--- config.mk ---
export PLATFORM = sky130hd
export DESIGN_NAME = decimal_thousands_formatter
export DESIGN_NICKNAME = d
export VERILOG_FILES = /design/src/rtl/dtf_pkg.sv /design/src/rtl/decimal_thousands_formatter.sv /design/src/rtl/dtf_ctrl.sv /design/src/rtl/dtf_datapath.sv
export SDC_FILE = /design/constraint.sdc
export NUM_CORES = 1
export LEC_CHECK = 0
export ABC_AREA = 1
export ABC_CLOCK_PERIOD_IN_PS = 8300
export BUFFER_PORTS_ARGS = -buffer_cell sky130_fd_sc_hd__buf_2
export CAP_MARGIN = 20
export CELL_PAD_IN_SITES_DETAIL_PLACEMENT = 0
export CELL_PAD_IN_SITES_GLOBAL_PLACEMENT = 1
export CORE_MARGIN = 2
export CORE_UTILIZATION = 40
export CTS_CLUSTER_DIAMETER = 120
export DETAILED_ROUTE_END_ITERATION = 10
export PLACE_DENSITY = 0.73
export SYNTH_ARGS = -nofsm -noshare
export SYNTH_HDL_FRONTEND = slang
export SYNTH_HIERARCHICAL = 1
export SYNTH_SLANG_ARGS = --single-unit
--- constraint.sdc ---
create_clock -name clk_i -period 8.3 [get_ports clk_i]
set_clock_uncertainty 0.05 [all_clocks]
set_input_delay 0.415 -clock clk_i [delete_from_list [all_inputs] [get_ports clk_i]]
set_output_delay 0.415 -clock clk_i [all_outputs]
set_load 0.005 [all_outputs]
--- src/rtl/dtf_pkg.sv ---
`default_nettype none
// ----------------------------------------------------------------------------
// dtf_pkg
// Shared types and constants of the decimal thousands formatter.
// ----------------------------------------------------------------------------
package dtf_pkg;

  localparam int VALUE_W     = 31;
  localparam int BIN_W       = 32;
  localparam int STEP_BITS   = 4;
  localparam int CONV_STEPS  = BIN_W / STEP_BITS;
  localparam int STEP_W      = $clog2(CONV_STEPS);
  localparam int DIGITS      = 10;
  localparam int DIGIT_W     = 4;
  localparam int BCD_W       = DIGITS * DIGIT_W;
  localparam int IDX_W       = 4;
  localparam int REM_W       = 5;
  localparam int CHAR_W      = 8;
  localparam int MAX_RESULTS = 13;

  localparam logic [CHAR_W-1:0] SEP_RESET  = 8'd46;
  localparam logic [CHAR_W-1:0] ASCII_ZERO = 8'h30;

  typedef struct packed {
    logic load;
    logic conv;
    logic scan;
    logic emit;
  } dtf_cmd_t;

  typedef struct packed {
    logic conv_last;
    logic visible;
    logic slot_free;
    logic rem_one;
  } dtf_stat_t;

endpackage
`default_nettype wire

--- src/rtl/decimal_thousands_formatter.sv ---
`default_nettype none
// ----------------------------------------------------------------------------
// decimal_thousands_formatter
// Formats a non-negative 31-bit integer as grouped decimal ASCII text.
// ----------------------------------------------------------------------------
// Each request carries one value; the block answers with its decimal digits
// as ASCII, most significant first, leading zeros suppressed, with the
// programmable separator (reset value '.') placed between groups of
// GROUP_DIGITS digits counted from the right. Zero gives a single '0'. The
// final character of each number has last_char_o set. A request passes through
// an accept state, binary-to-BCD conversion (four bits per cycle through the
// double-dabble unit), a scan that locates the leading digit and then the
// emission of its characters one after another, which waits on a stalled
// output side for the characters that are sent. The next value is taken once
// the last character of the previous one has entered the output register. If
// a small group size makes the string longer than thirteen characters, only
// the last thirteen are sent.
// ----------------------------------------------------------------------------
module decimal_thousands_formatter
  import dtf_pkg::*;
#(
  parameter int GROUP_DIGITS = 3
) (
  input  logic               clk_i,
  input  logic               rst_ni,
  input  logic               in_valid_i,
  output logic               in_stall_o,
  input  logic [VALUE_W-1:0] value_i,
  output logic               out_valid_o,
  input  logic               out_stall_i,
  output logic [CHAR_W-1:0]  out_char_o,
  output logic               last_char_o,
  input  logic               cfg_we_i,
  input  logic [CHAR_W-1:0]  cfg_wdata_i
);

  dtf_cmd_t  cmd;
  dtf_stat_t stat;

  // The sequencer owns the request handshake and issues at most one command a cycle.
  dtf_ctrl u_ctrl (
    .clk_i      (clk_i),
    .rst_ni     (rst_ni),
    .in_valid_i (in_valid_i),
    .in_stall_o (in_stall_o),
    .stat_i     (stat),
    .cmd_o      (cmd)
  );

  // The datapath holds the value, its digits, the separator and the result slot.
  dtf_datapath #(
    .GROUP_DIGITS (GROUP_DIGITS)
  ) u_datapath (
    .clk_i       (clk_i),
    .rst_ni      (rst_ni),
    .cmd_i       (cmd),
    .stat_o      (stat),
    .value_i     (value_i),
    .cfg_we_i    (cfg_we_i),
    .cfg_wdata_i (cfg_wdata_i),
    .out_stall_i (out_stall_i),
    .out_valid_o (out_valid_o),
    .out_char_o  (out_char_o),
    .last_char_o (last_char_o)
  );

endmodule
`default_nettype wire

--- src/rtl/dtf_ctrl.sv ---
`default_nettype none
// ----------------------------------------------------------------------------
// dtf_ctrl
// Sequencer: accept, binary to BCD conversion, digit scan, character emission.
// ----------------------------------------------------------------------------
module dtf_ctrl
  import dtf_pkg::*;
(
  input  logic      clk_i,
  input  logic      rst_ni,
  input  logic      in_valid_i,
  output logic      in_stall_o,
  input  dtf_stat_t stat_i,
  output dtf_cmd_t  cmd_o
);

  localparam logic [1:0] ST_IDLE = 2'd0;
  localparam logic [1:0] ST_CONV = 2'd1;
  localparam logic [1:0] ST_SCAN = 2'd2;
  localparam logic [1:0] ST_EMIT = 2'd3;

  logic [1:0] state_q, state_d;
  logic       advance;

  // A character step may proceed when it is hidden or the output slot is free.
  assign advance = !stat_i.visible || stat_i.slot_free;

  always_comb begin
    state_d = state_q;
    cmd_o   = '0;
    case (state_q)
      ST_IDLE: begin
        if (in_valid_i) begin
          cmd_o.load = 1'b1;
          state_d    = ST_CONV;
        end
      end
      ST_CONV: begin
        cmd_o.conv = 1'b1;
        if (stat_i.conv_last) begin
          state_d = ST_SCAN;
        end
      end
      ST_SCAN: begin
        cmd_o.scan = 1'b1;
        state_d    = ST_EMIT;
      end
      ST_EMIT: begin
        if (advance) begin
          cmd_o.emit = 1'b1;
          if (stat_i.rem_one) begin
            state_d = ST_IDLE;
          end
        end
      end
      default: begin
        state_d = ST_IDLE;
      end
    endcase
  end

  assign in_stall_o = (state_q != ST_IDLE);

  always_ff @(posedge clk_i or negedge rst_ni) begin
    if (!rst_ni) begin
      state_q <= ST_IDLE;
    end else begin
      state_q <= state_d;
    end
  end

endmodule
`default_nettype wire

--- src/rtl/dtf_datapath.sv ---
`default_nettype none
// ----------------------------------------------------------------------------
// dtf_datapath
// Double-dabble converter, digit walker, separator register and output slot.
// ----------------------------------------------------------------------------
module dtf_datapath
  import dtf_pkg::*;
#(
  parameter int GROUP_DIGITS = 3
) (
  input  logic              clk_i,
  input  logic              rst_ni,
  input  dtf_cmd_t          cmd_i,
  output dtf_stat_t         stat_o,
  input  logic [VALUE_W-1:0] value_i,
  input  logic              cfg_we_i,
  input  logic [CHAR_W-1:0] cfg_wdata_i,
  input  logic              out_stall_i,
  output logic              out_valid_o,
  output logic [CHAR_W-1:0] out_char_o,
  output logic              last_char_o
);

  localparam int G = (GROUP_DIGITS < 1) ? 1 : GROUP_DIGITS;

  typedef logic [REM_W-1:0] rem_tab_t [DIGITS];
  typedef logic [IDX_W-1:0] idx_tab_t [DIGITS];

  // Total string length for a given top digit index.
  function automatic rem_tab_t f_total_tab();
    rem_tab_t t;
    for (int i = 0; i < DIGITS; i++) begin
      t[i] = REM_W'(i + 1 + i / G);
    end
    return t;
  endfunction

  // Position within its group of a given top digit index.
  function automatic idx_tab_t f_phase_tab();
    idx_tab_t t;
    for (int i = 0; i < DIGITS; i++) begin
      t[i] = IDX_W'(i % G);
    end
    return t;
  endfunction

  localparam rem_tab_t TOTAL_TAB = f_total_tab();
  localparam idx_tab_t PHASE_TAB = f_phase_tab();

  logic [CHAR_W-1:0] sep_q;
  logic [BIN_W-1:0]  bin_q, bin_d;
  logic [BCD_W-1:0]  bcd_q, bcd_d;
  logic [STEP_W-1:0] step_q;
  logic [IDX_W-1:0]  dig_q, top_idx;
  logic [IDX_W-1:0]  phase_q;
  logic [REM_W-1:0]  rem_q;
  logic              sep_pend_q;
  logic              out_valid_q;
  logic [CHAR_W-1:0] out_char_q;
  logic              last_q;
  logic [DIGIT_W-1:0] cur_digit;
  logic [CHAR_W-1:0] cur_char;
  logic              visible;

  // Four shift-and-adjust iterations per cycle.
  always_comb begin
    logic [BCD_W-1:0] b;
    logic [BIN_W-1:0] r;
    b = bcd_q;
    r = bin_q;
    for (int k = 0; k < STEP_BITS; k++) begin
      for (int j = 0; j < DIGITS; j++) begin
        if (b[j*DIGIT_W +: DIGIT_W] >= 4'd5) begin
          b[j*DIGIT_W +: DIGIT_W] = b[j*DIGIT_W +: DIGIT_W] + 4'd3;
        end
      end
      {b, r} = {b[BCD_W-2:0], r, 1'b0};
    end
    bcd_d = b;
    bin_d = r;
  end

  // Index of the most significant nonzero digit; zero gives index 0.
  always_comb begin
    top_idx = '0;
    for (int j = 1; j < DIGITS; j++) begin
      if (bcd_q[j*DIGIT_W +: DIGIT_W] != '0) begin
        top_idx = IDX_W'(j);
      end
    end
  end

  assign cur_digit = bcd_q[dig_q*DIGIT_W +: DIGIT_W];
  assign cur_char  = sep_pend_q ? sep_q : (ASCII_ZERO + {4'b0000, cur_digit});
  assign visible   = (rem_q <= REM_W'(MAX_RESULTS));

  assign stat_o.conv_last = (step_q == STEP_W'(CONV_STEPS - 1));
  assign stat_o.visible   = visible;
  assign stat_o.slot_free = !out_valid_q || !out_stall_i;
  assign stat_o.rem_one   = (rem_q == REM_W'(1));

  always_ff @(posedge clk_i or negedge rst_ni) begin
    if (!rst_ni) begin
      sep_q <= SEP_RESET;
    end else if (cfg_we_i) begin
      sep_q <= cfg_wdata_i;
    end
  end

  always_ff @(posedge clk_i or negedge rst_ni) begin
    if (!rst_ni) begin
      step_q     <= '0;
      sep_pend_q <= 1'b0;
      rem_q      <= '0;
    end else begin
      if (cmd_i.load) begin
        step_q <= '0;
      end else if (cmd_i.conv) begin
        step_q <= step_q + 1'b1;
      end
      if (cmd_i.scan) begin
        rem_q      <= TOTAL_TAB[top_idx];
        sep_pend_q <= 1'b0;
      end else if (cmd_i.emit) begin
        rem_q <= rem_q - 1'b1;
        if (sep_pend_q) begin
          sep_pend_q <= 1'b0;
        end else begin
          sep_pend_q <= (phase_q == '0) && (dig_q != '0);
        end
      end
    end
  end

  always_ff @(posedge clk_i) begin
    if (cmd_i.load) begin
      bin_q <= {1'b0, value_i};
      bcd_q <= '0;
    end else if (cmd_i.conv) begin
      bin_q <= bin_d;
      bcd_q <= bcd_d;
    end
    if (cmd_i.scan) begin
      dig_q   <= top_idx;
      phase_q <= PHASE_TAB[top_idx];
    end else if (cmd_i.emit && !sep_pend_q && (dig_q != '0)) begin
      dig_q   <= dig_q - 1'b1;
      phase_q <= (phase_q == '0) ? IDX_W'(G - 1) : phase_q - 1'b1;
    end
  end

  always_ff @(posedge clk_i or negedge rst_ni) begin
    if (!rst_ni) begin
      out_valid_q <= 1'b0;
    end else if (cmd_i.emit && visible) begin
      out_valid_q <= 1'b1;
    end else if (!out_stall_i) begin
      out_valid_q <= 1'b0;
    end
  end

  always_ff @(posedge clk_i) begin
    if (cmd_i.emit && visible) begin
      out_char_q <= cur_char;
      last_q     <= (rem_q == REM_W'(1));
    end
  end

  assign out_valid_o = out_valid_q;
  assign out_char_o  = out_char_q;
  assign last_char_o = last_q;

`ifndef SYNTHESIS
  // A separator is always followed by at least one more digit.
  assert property (@(posedge clk_i) disable iff (!rst_ni)
    (cmd_i.emit && sep_pend_q) |-> (dig_q != '0))
    else $error("separator emitted with no digit left");

  // The final character of a number is its units digit.
  assert property (@(posedge clk_i) disable iff (!rst_ni)
    (cmd_i.emit && (rem_q == REM_W'(1))) |-> (!sep_pend_q && (dig_q == '0)))
    else $error("final character is not the units digit");

  // The scan always yields a nonempty string.
  assert property (@(posedge clk_i) disable iff (!rst_ni)
    cmd_i.scan |=> (rem_q != '0))
    else $error("empty character count after scan");
`endif

endmodule
`default_nettype wire
==> results.py, run 1 <==
metrics = {
    "run_status": {
        "status": "complete, no violations",
    },
    "die": {
        "io_pins": 55,
        "start_util_pct": 40.6,
        "fp.dieW_um": 152,
        "core.rowCount": 54,
        "die-area_um2": 23200,
        "core-area_um2": 21700,
        "die_h_um": 152,
    },
    "drt": {
        "drtPass1Iterations": 4,
        "wl_per_cell_um": 12.4,
        "vias": 8063,
        "post-route-drc-count": 0,
        "drt_wl_total_mm": 20.7,
        "drt_iter0_drc": 334,
        "drt-vias-per-instance": 4.82,
        "ant_nets": 0,
    },
    "worst_hold_path": {
        "holdPathEnd": "u_datapath/sep_q[4]",
        "hp-start": "cfg_wdata_i[4]",
        "holdPathStages": 3,
        "min_path_type": "primary input to register",
    },
    "yosys": {
        "synth-simple-area-share_pct": 37.2,
        "ys_ff_latch": 109,
        "synth_edf_count": 48,
        "synthTopCellsByArea": "nand2_1, edfxtp_1, dfxtp_1, inv_1, nand3_1",
        "synthTopCellsByCount": "nand2_1, inv_1, nand3_1, o21ai_0, nor2_1",
        "synth-xor-area-share_pct": 1.08,
        "synth_cells": 1341,
        "yosys_most_used_dff": "edfxtp_1",
        "synth_top_area_share_pct": 18.7,
        "ys_types": 50,
        "yosysMostFrequentCell": "nand2_1",
        "async_flop_share_pct": 18.3,
        "avgSynthCellArea_um2": 6.56,
        "synth_mux_area_share_pct": 0.256,
        "synth_fa_ha_area_share_pct": 6.96,
        "synth_top_area_cell": "nand2_1",
        "synth_area_um2": 8800,
        "yosys_warnings": 6,
        "synthesis.nets": 1434,
        "synth_compound_area_share_pct": 12.5,
        "seq_area_frac_synth_pct": 31.4,
        "synth_top_family_by_area": "simple AND/OR/NAND/NOR gates",
    },
    "critical_path": {
        "reg2reg_depth": 29,
        "slowest_delay_ns": 0.42,
        "critical_path.endpoint_type": "register",
        "crit_slowest_cell": "dfxtp_1",
        "required_ns": 8.51,
        "critPathMostFrequentCell": "nand2_1",
        "reg2reg_slack_ns": 5.01,
        "r2r-start": "u_datapath/bcd_q[32]",
        "startpoint_type": "register",
        "worst-setup-path-type": "register to register",
        "crit_fanout": 6,
        "timing.rr.end": "u_datapath/bcd_q[38]",
        "arrival_ns": 3.50,
    },
    "timing": {
        "hold_violations": 0,
        "worst_pin_slew_ns": 0.839,
        "setup_viol": 0,
        "rsz0062_at_grt": "no",
        "drv_slew": 0,
        "slew_headroom_pct": 43.7,
        "timing.final.crit_share_pct": 39.6,
        "timing.fmax_mhz": 304,
        "setup_tns_ns": 0,
        "period_minus_slack_ns": 3.29,
    },
    "clock_tree": {
        "cts_root_buf": "clkbuf_16",
        "cts_sinks": 109,
        "cts_tree": "done",
        "post_cts_buffers": 0,
        "cts_resized": 0,
        "cts_buffer_depth": 2,
        "clkLatencyLatePin_ns": 0.36,
        "h-tree-depth": 3,
        "clk_pin_slew_ns": 0.08,
        "cts_made_buffers": 9,
        "cts_hold_buf": 1,
    },
    "run": {
        "maxCapViolCount": 0,
    },
    "placed_design": {
        "port_buffers": 54,
        "place.gp.congestion": 0.777,
        "dp_hpwl_mm": 15.8,
        "place_area_um2": 9350,
    },
    "global_routing": {
        "grt_pass1_vias": 7524,
        "antenna_found_initial": 0,
        "overflow": 0,
        "grtUsageTotal_pct": 18.3,
        "grt_first_pass_wirelength_mm": 35.6,
        "grt_max_degree": 52,
    },
    "finish": {
        "drive_gt1_share_pct": 13.3,
        "finish.instance_area_um2": 9670,
        "n_antenna_cell": 0,
        "syn_to_final_growth_pct": 9.81,
        "nNetsFinal": 1480,
        "postLayoutCoreUtil_pct": 44.6,
    },
}
==> metrics by stage <==
step                std cells  hold slack, ns  worst slack, ns
CTS                      1671           0.195             4.99
floorplan                1341          0.0694             5.34
detailed placement       1654           0.356             5.01
finish                   1672           0.213             5.01
global placement         1654           0.352             5.06
global route             1672           0.203             4.57
==> layout by cell type, fill, tap and decap left out, types with 44 or more instances in the layout <==
cell and n:
o21ai_0 70, a21oi_1 44, buf_2 54, nand3_1 137, nand2_2 60, edfxtp_1 48, ha_1 49, nor2_1 68
inv_1 202, nand2_1 438
==> cell type report <==
cell class	instances	area (um2)
repair buffers	60	330
flip-flops and latches	109	2770
multi-input cells	989	5110
fillers	2332	12000
clock buffers	10	229
well taps	280	350
inverters	218	818
clock inverters	6	60.1
==> worst max-delay path by stage <==
stage                                    start              endpoint  slack [ns]  depth (start not counted)
final                     u_datapath/bcd_q[32]  u_datapath/bcd_q[38]        5.01                         29
after global placement    u_datapath/bcd_q[32]  u_datapath/bcd_q[37]        5.06                         29
after floorplan           u_datapath/bcd_q[32]  u_datapath/bcd_q[37]        5.34                         29
after detailed placement  u_datapath/bcd_q[32]  u_datapath/bcd_q[37]        5.01                         29
after CTS                 u_datapath/bcd_q[32]  u_datapath/bcd_q[38]        4.99                         29
after global routing      u_datapath/bcd_q[32]  u_datapath/bcd_q[37]        4.57                         29
==> cell families (layout without fill, tap and decap cells) <==
family | Yosys count | in the layout
AND/OR/NAND/NOR | 740 | 740
AO/OA/AOI/OAI | 188 | 188
flip-flops | 109 | 109
buffers and inverters | 243 | 294
multiplexers | 2 | 2
adder cells (fa/ha/maj) | 49 | 49
XOR/XNOR | 10 | 10
==> flip-flops by register name (all words and copies together), names as in the netlist, 2 cells and up <==
register               cells
u_ctrl/state_q             2
u_datapath/bcd_q          40
u_datapath/bin_q          32
u_datapath/dig_q           4
u_datapath/out_char_o      8
u_datapath/phase_q         4
u_datapath/rem_q           5
u_datapath/sep_q           8
u_datapath/step_q          3
==> critical path: cells and delay by family, from the launching register on <==
kind | cells | cell delay [ns]
DFF | 1 | 0.42
and+or+nand+nor | 19 | 1.55
buffers and inverters | 6 | 0.40
adders and majority gates | 4 | 0.76
==> per-layer routing <==
metal / up-vias / routed length, um / GRT usage [%]
met2: 83 / 9590 / 31.4
li1: 4405 / - / -
met1: 3561 / 10400 / 24.7
met3: 14 / 523 / 2.28
met4: 0 / 232 / 4.23
met5: - / 0 / 0
Power of run 1 is left out: the tool's default activity adds up to more than one toggle a clock period on the data nets, which glitch-free logic cannot reach.
==> run 2, diff against run 1 <==
--- a/config.mk
+++ b/config.mk
@@ -6,7 +6,7 @@
 export NUM_CORES = 1
 export LEC_CHECK = 0
 export ABC_AREA = 1
-export ABC_CLOCK_PERIOD_IN_PS = 8300
+export ABC_CLOCK_PERIOD_IN_PS = 2950
 export BUFFER_PORTS_ARGS = -buffer_cell sky130_fd_sc_hd__buf_2
 export CAP_MARGIN = 20
 export CELL_PAD_IN_SITES_DETAIL_PLACEMENT = 0
@@ -15,7 +15,7 @@
 export CORE_UTILIZATION = 40
 export CTS_CLUSTER_DIAMETER = 120
 export DETAILED_ROUTE_END_ITERATION = 10
-export PLACE_DENSITY = 0.73
+export PLACE_DENSITY = 0.76
 export SYNTH_ARGS = -nofsm -noshare
 export SYNTH_HDL_FRONTEND = slang
 export SYNTH_HIERARCHICAL = 1
==> constraint.sdc (replaced) <==
create_clock -name clk_i -period 2.95 [get_ports clk_i]
set_clock_uncertainty 0.05 [all_clocks]
set_input_delay 0.1475 -clock clk_i [delete_from_list [all_inputs] [get_ports clk_i]]
set_output_delay 0.1475 -clock clk_i [all_outputs]
set_load 0.005 [all_outputs]
==> results.py, run 2 (synthesized netlist as in run 1, its figures left out) <==
metrics = {
    "drt": {
        "drt-vias-per-instance": 4.84,
        "wl_per_cell_um": 12.6,
        "drt_wl_total_mm": 22.1,
        "post-route-drc-count": 0,
        "ant_nets": 0,
        "vias": 8521,
        "drtPass1Iterations": 5,
        "drt_iter0_drc": 409,
    },
    "timing": {
        "timing.fmax_mhz": 347,
        "hold_violations": 0,
        "timing.final.ws_setup_ns": 0.0648,
        "slew_headroom_pct": 58.6,
        "worst_pin_slew_ns": 0.615,
        "setup_viol": 0,
        "drv_slew": 0,
        "timing.final.crit_share_pct": 97.8,
        "rsz0062_at_grt": "yes",
        "period_minus_slack_ns": 2.89,
    },
    "worst_hold_path": {
        "min_path_type": "primary input to register",
        "holdPathStages": 3,
    },
    "critical_path": {
        "crit_cells": 26,
        "cp_num_buf_inv": 9,
        "worst-setup-path-type": "register to register",
        "startpoint_type": "register",
        "arrival_ns": 3.10,
        "slowest_delay_ns": 0.36,
        "crit_fanout": 4,
        "cp_top_family": "simple AND/OR/NAND/NOR gates",
        "required_ns": 3.16,
        "critical_path.endpoint_type": "register",
        "reg2reg_depth": 26,
        "crit_slowest_cell": "dfxtp_2",
    },
    "die": {
        "io_pins": 55,
        "start_util_pct": 40.6,
        "die-area_um2": 23200,
        "core.rowCount": 54,
        "core-area_um2": 21700,
        "fp.dieW_um": 152,
        "die_h_um": 152,
    },
    "global_routing": {
        "grt_first_pass_wirelength_mm": 36.5,
        "overflow": 0,
        "grt_pass1_vias": 7918,
        "grt_max_degree": 30,
        "grtUsageTotal_pct": 18.7,
        "antenna_found_initial": 0,
    },
    "placed_design": {
        "place.gp.congestion": 0.804,
        "post-place-ws_ns": -0.166,
        "dp_hpwl_mm": 16.6,
        "port_buffers": 54,
    },
    "run": {
        "maxCapViolCount": 0,
    },
    "finish": {
        "postLayoutCoreUtil_pct": 49.9,
        "nNetsFinal": 1568,
        "syn_to_final_growth_pct": 23.0,
        "final_common_cell": "nand2_1",
        "largest_reg_flops": 40,
        "final_cell_mix": "nand2_1, inv_1, nand3_1",
        "drive_gt1_share_pct": 24.4,
        "top_register": "u_datapath/bcd_q",
        "regArea_um2": 2800,
        "fillers": 2214,
        "largestRegisters": "u_datapath/bcd_q x40, u_datapath/bin_q x32",
        "n_antenna_cell": 0,
        "multiInputGateArea_um2": 5540,
    },
    "clock_tree": {
        "cts_sinks": 109,
        "cts_buffer_depth": 2,
        "cts_tree": "done",
        "cts_root_buf": "clkbuf_16",
        "clkLatencyLatePin_ns": 0.36,
        "h-tree-depth": 3,
        "clk_pin_slew_ns": 0.08,
        "cts_made_buffers": 9,
    },
    "run_status": {
        "status": "complete, no violations",
    },
}
## run 2: changes by cell type in the layout (fill, tap and decap cells not counted), moves of 10 or more
cell           before  now
dfxtp_1            41   25
inv_1             202  186
nand3_1           137  127
dfxtp_2             0   13
inv_2              12   25
nand2_1           438  392
ha_1               49   39
nand2_2            60  100
dlygate4sd3_1       1   25
buf_4               4   69
## run 2: stage by stage
step,area [um2],hold slack [ns],setup TNS (ns),std cells
after floorplan,8800,-0.198,0,1341
after global placement,9660,0.0818,0,1696
after detailed placement,9660,0.0785,-0.374,1696
after CTS,10400,0.00000375,-0.0278,1749
after global routing,10800,0.00945,-0.616,1760
final,10800,0.00805,0,1760
## run 2: path summary, 6_finish.rpt
kind,end,from,slack (ns)
worst max-delay path,u_datapath/bcd_q[39],u_datapath/bcd_q[37],0.06
min in group asynchronous,u_datapath/sep_q[4],rst_ni,0.21
worst max register to register,u_datapath/bcd_q[39],u_datapath/bcd_q[37],0.06
worst min-delay path,u_datapath/bin_q[7],value_i[7],0.008
max in group asynchronous,u_datapath/sep_q[1],rst_ni,2.29
worst min register to register,u_datapath/bcd_q[38],u_datapath/bcd_q[38],0.41
## run 2: final cells by class
| cell class | instances | share of cell area [%] |
|---|---|---|
| timing repair buffer | 148 | 9.59 |
| tap | 280 | 3.23 |
| sequential | 109 | 25.8 |
| clock inverter | 7 | 0.554 |
| inverter | 218 | 7.62 |
| multi-input combinational | 989 | 51.1 |
| clock buffer | 9 | 2.08 |
## run 2: what timing repair did
action / CTS / global route
setup endpoints to repair: 3 / 31
hold endpoints to repair: 40 / 0
hold buffers: 25 / 0
setup buffers: 12 / 11
resized for setup: 29 / 117
pin swaps: 20 / 37
## run 2: worst register-to-register path, delay by kind of cell, from the launching register on
family	cells	cell delay (ns)
buf+inv	9	0.83
compound gates	1	0.19
fa+ha+maj	2	0.32
simple gates	14	1.07
flops	1	0.36
## run 2: metal layers
metal,routed length (um),global-route usage (%),share of wire [%],vias to the layer above
met3,471,2.53,2.1,11
met5,0,0,0,-
li1,-,-,-,4587
met2,11000,33.5,50,76
met1,10400,24.2,47,3847
met4,212,3.29,0.96,0
Power of run 2 is left out for the same reason.
==> run 3, diff against run 2 <==
--- a/config.mk
+++ b/config.mk
@@ -5,7 +5,6 @@
 export SDC_FILE = /design/constraint.sdc
 export NUM_CORES = 1
 export LEC_CHECK = 0
-export ABC_AREA = 1
 export ABC_CLOCK_PERIOD_IN_PS = 2950
 export BUFFER_PORTS_ARGS = -buffer_cell sky130_fd_sc_hd__buf_2
 export CAP_MARGIN = 20
@@ -15,7 +14,7 @@
 export CORE_UTILIZATION = 40
 export CTS_CLUSTER_DIAMETER = 120
 export DETAILED_ROUTE_END_ITERATION = 10
-export PLACE_DENSITY = 0.76
+export PLACE_DENSITY = 0.72
 export SYNTH_ARGS = -nofsm -noshare
 export SYNTH_HDL_FRONTEND = slang
 export SYNTH_HIERARCHICAL = 1
==> results.py, run 3 <==
metrics = {
    "die": {
        "die_h_um": 162,
        "start_util_pct": 41.0,
        "core-area_um2": 24500,
        "io_pins": 55,
        "die-area_um2": 26400,
        "core.rowCount": 57,
        "fp.dieW_um": 162,
    },
    "global_routing": {
        "antenna_found_initial": 0,
        "grt_first_pass_wirelength_mm": 50.9,
        "overflow": 0,
        "use_met2_pct": 39.9,
        "grtUsageTotal_pct": 23.6,
        "top_usage_layer": "met2",
        "grt_util_met3_pct": 3.39,
        "grt_max_degree": 34,
        "use_met1_pct": 31.8,
        "grt_pass1_vias": 10172,
    },
    "finish": {
        "final_cell_mix": "buf_4, nand2_1, nor2_1",
        "n_antenna_cell": 0,
        "largest_reg_flops": 40,
        "final_common_cell": "buf_4",
        "top_register": "u_datapath/bcd_q",
        "largestRegisters": "u_datapath/bcd_q x40, u_datapath/bin_q x32",
        "drive_gt1_share_pct": 50.9,
        "finish.instance_area_um2": 15500,
        "nNetsFinal": 1661,
        "syn_to_final_growth_pct": 54.2,
    },
    "drt": {
        "drt-vias-per-instance": 5.65,
        "ant_nets": 0,
        "vias": 10719,
        "drt_iter0_drc": 624,
        "post-route-drc-count": 0,
        "wl_per_cell_um": 16.7,
        "drtPass1Iterations": 5,
        "drt_wl_total_mm": 31.7,
    },
    "timing": {
        "timing.final.crit_share_pct": 122,
        "drv_slew": 0,
        "setup_tns_ns": -6.85,
        "worst_pin_slew_ns": 0.661,
        "setup_viol": 35,
        "slew_headroom_pct": 55.8,
        "timing.final.ws_setup_ns": -0.661,
        "period_minus_slack_ns": 3.61,
        "hold_violations": 0,
        "timing.fmax_mhz": 277,
        "rsz0062_at_grt": "yes",
    },
    "yosys": {
        "async_flop_share_pct": 18.3,
        "synth_edf_count": 48,
        "ys_types": 99,
        "synth_cells": 1194,
        "ys_ff_latch": 109,
        "synthTopCellsByArea": "edfxtp_1, dfxtp_1, ha_1, mux2_2, nand2_1",
        "avgSynthCellArea_um2": 8.40,
        "yosysMostFrequentCell": "nand2_1",
        "synth_area_um2": 10000,
        "synth_top_area_cell": "edfxtp_1",
        "synthTopCellsByCount": "nand2_1, nor2_1, a21oi_1, o21ai_0, clkbuf_1",
        "yosys_most_used_dff": "edfxtp_1",
        "synth_top_area_share_pct": 14.4,
        "seq_area_frac_synth_pct": 27.6,
        "yosys_warnings": 6,
        "synthesis.nets": 1287,
    },
    "critical_path": {
        "startpoint_type": "register",
        "required_ns": 3.21,
        "crit_cells": 15,
        "worst-setup-path-type": "register to register",
        "cp_top_family": "simple AND/OR/NAND/NOR gates",
        "crit_fanout": 5,
        "reg2reg_depth": 15,
        "crit_chain": "inv_4 -> ha_4 -> nand2b_4 -> a21oi_4 -> mux2_4 -> or3_4 -> and2_4 -> ha_4 -> maj3_2 -> a221o_1 -> or3_4 -> o211ai_4 -> buf_6 -> and4_1 -> a211o_1",
        "slowest_delay_ns": 0.41,
        "reg2reg_slack_ns": -0.66,
        "critical_path.endpoint_type": "register",
        "cp_num_buf_inv": 2,
        "arrival_ns": 3.87,
        "crit_slowest_cell": "or3_4",
    },
    "placed_design": {
        "dp_hpwl_mm": 23.1,
        "port_buffers": 54,
        "place.gp.congestion": 0.838,
        "place_area_um2": 13500,
    },
    "worst_hold_path": {
        "holdPathStages": 3,
        "min_path_type": "primary input to register",
    },
    "run_status": {
        "violations": "negative setup slack",
        "status": "finished, violations left",
    },
    "clock_tree": {
        "cts_tree": "done",
        "cts_buffer_depth": 2,
        "h-tree-depth": 3,
        "clkLatencyLatePin_ns": 0.37,
        "cts_sinks": 109,
        "cts_root_buf": "clkbuf_16",
        "cts_made_buffers": 9,
        "clk_pin_slew_ns": 0.07,
    },
    "run": {
        "maxCapViolCount": 0,
    },
}
==> run 3: final timing paths <==
kind | startpoint | end
max | u_datapath/bcd_q[5] | u_datapath/bcd_q[12]
min | out_stall_i | u_datapath/out_valid_o
max reg2reg | u_datapath/bcd_q[5] | u_datapath/bcd_q[12]
min reg2reg | u_datapath/bin_q[27] | u_datapath/bin_q[31]
max in group asynchronous | rst_ni | u_datapath/sep_q[5]
min in group asynchronous | rst_ni | u_datapath/rem_q[1]
==> run 3: through the flow <==
stage	std cells	util [%]	setup slack [ns]	hold slack [ns]
2_1_floorplan	1194	-	-0.714	-0.198
3_3_place_gp	1812	55.2	-0.648	0.0828
3_5_place_dp	1812	55.2	-0.727	0.0868
4_1_cts	1884	60.9	-0.655	0.00122
5_1_grt	1897	63.2	-0.766	0.00135
6_report	1897	63.2	-0.661	0.000171
==> run 3: layout make-up <==
class / instances / area (um2)
clock buffer: 11 / 253
clock inverter: 5 / 41.3
fill: 2016 / 8990
inverter: 51 / 219
multi-input combinational: 962 / 8480
sequential: 109 / 2810
tap: 324 / 405
timing repair buffer: 435 / 3260
==> run 3: metal layers <==
metal / up-vias / wire length [um]
li1: 5270 / -
met1: 5194 / 14600
met2: 220 / 15400
met3: 35 / 1170
met4: 0 / 510
met5: - / 0
==> run 3: tightest hold or removal path: stages <==
cell and delay, ns:
buf_2 0.08, nand2_1 0.08, nand2b_1 0.08
==> run 3: cells by family after synthesis <==
logic type | count (synthesis) | synth area share, %
multiplexers | 99 | 11.6
flip-flops | 109 | 27.6
AO/OA/AOI/OAI | 386 | 27.5
XOR/XNOR | 23 | 2.08
adder cells (fa/ha/maj) | 57 | 6.92
AND/OR/NAND/NOR | 397 | 19.4
buffers and inverters | 123 | 4.89
==> run 3: what timing repair did <==
action                                 4_1_cts  5_1_grt
resized for setup                          142       95
endpoints found under the hold margin       24        0
hold buffers                                 9        0
setup buffers                               49       16
pin swaps                                   85       77
setup endpoints to repair                   35       39
Power of run 3 is left out for the same reason.
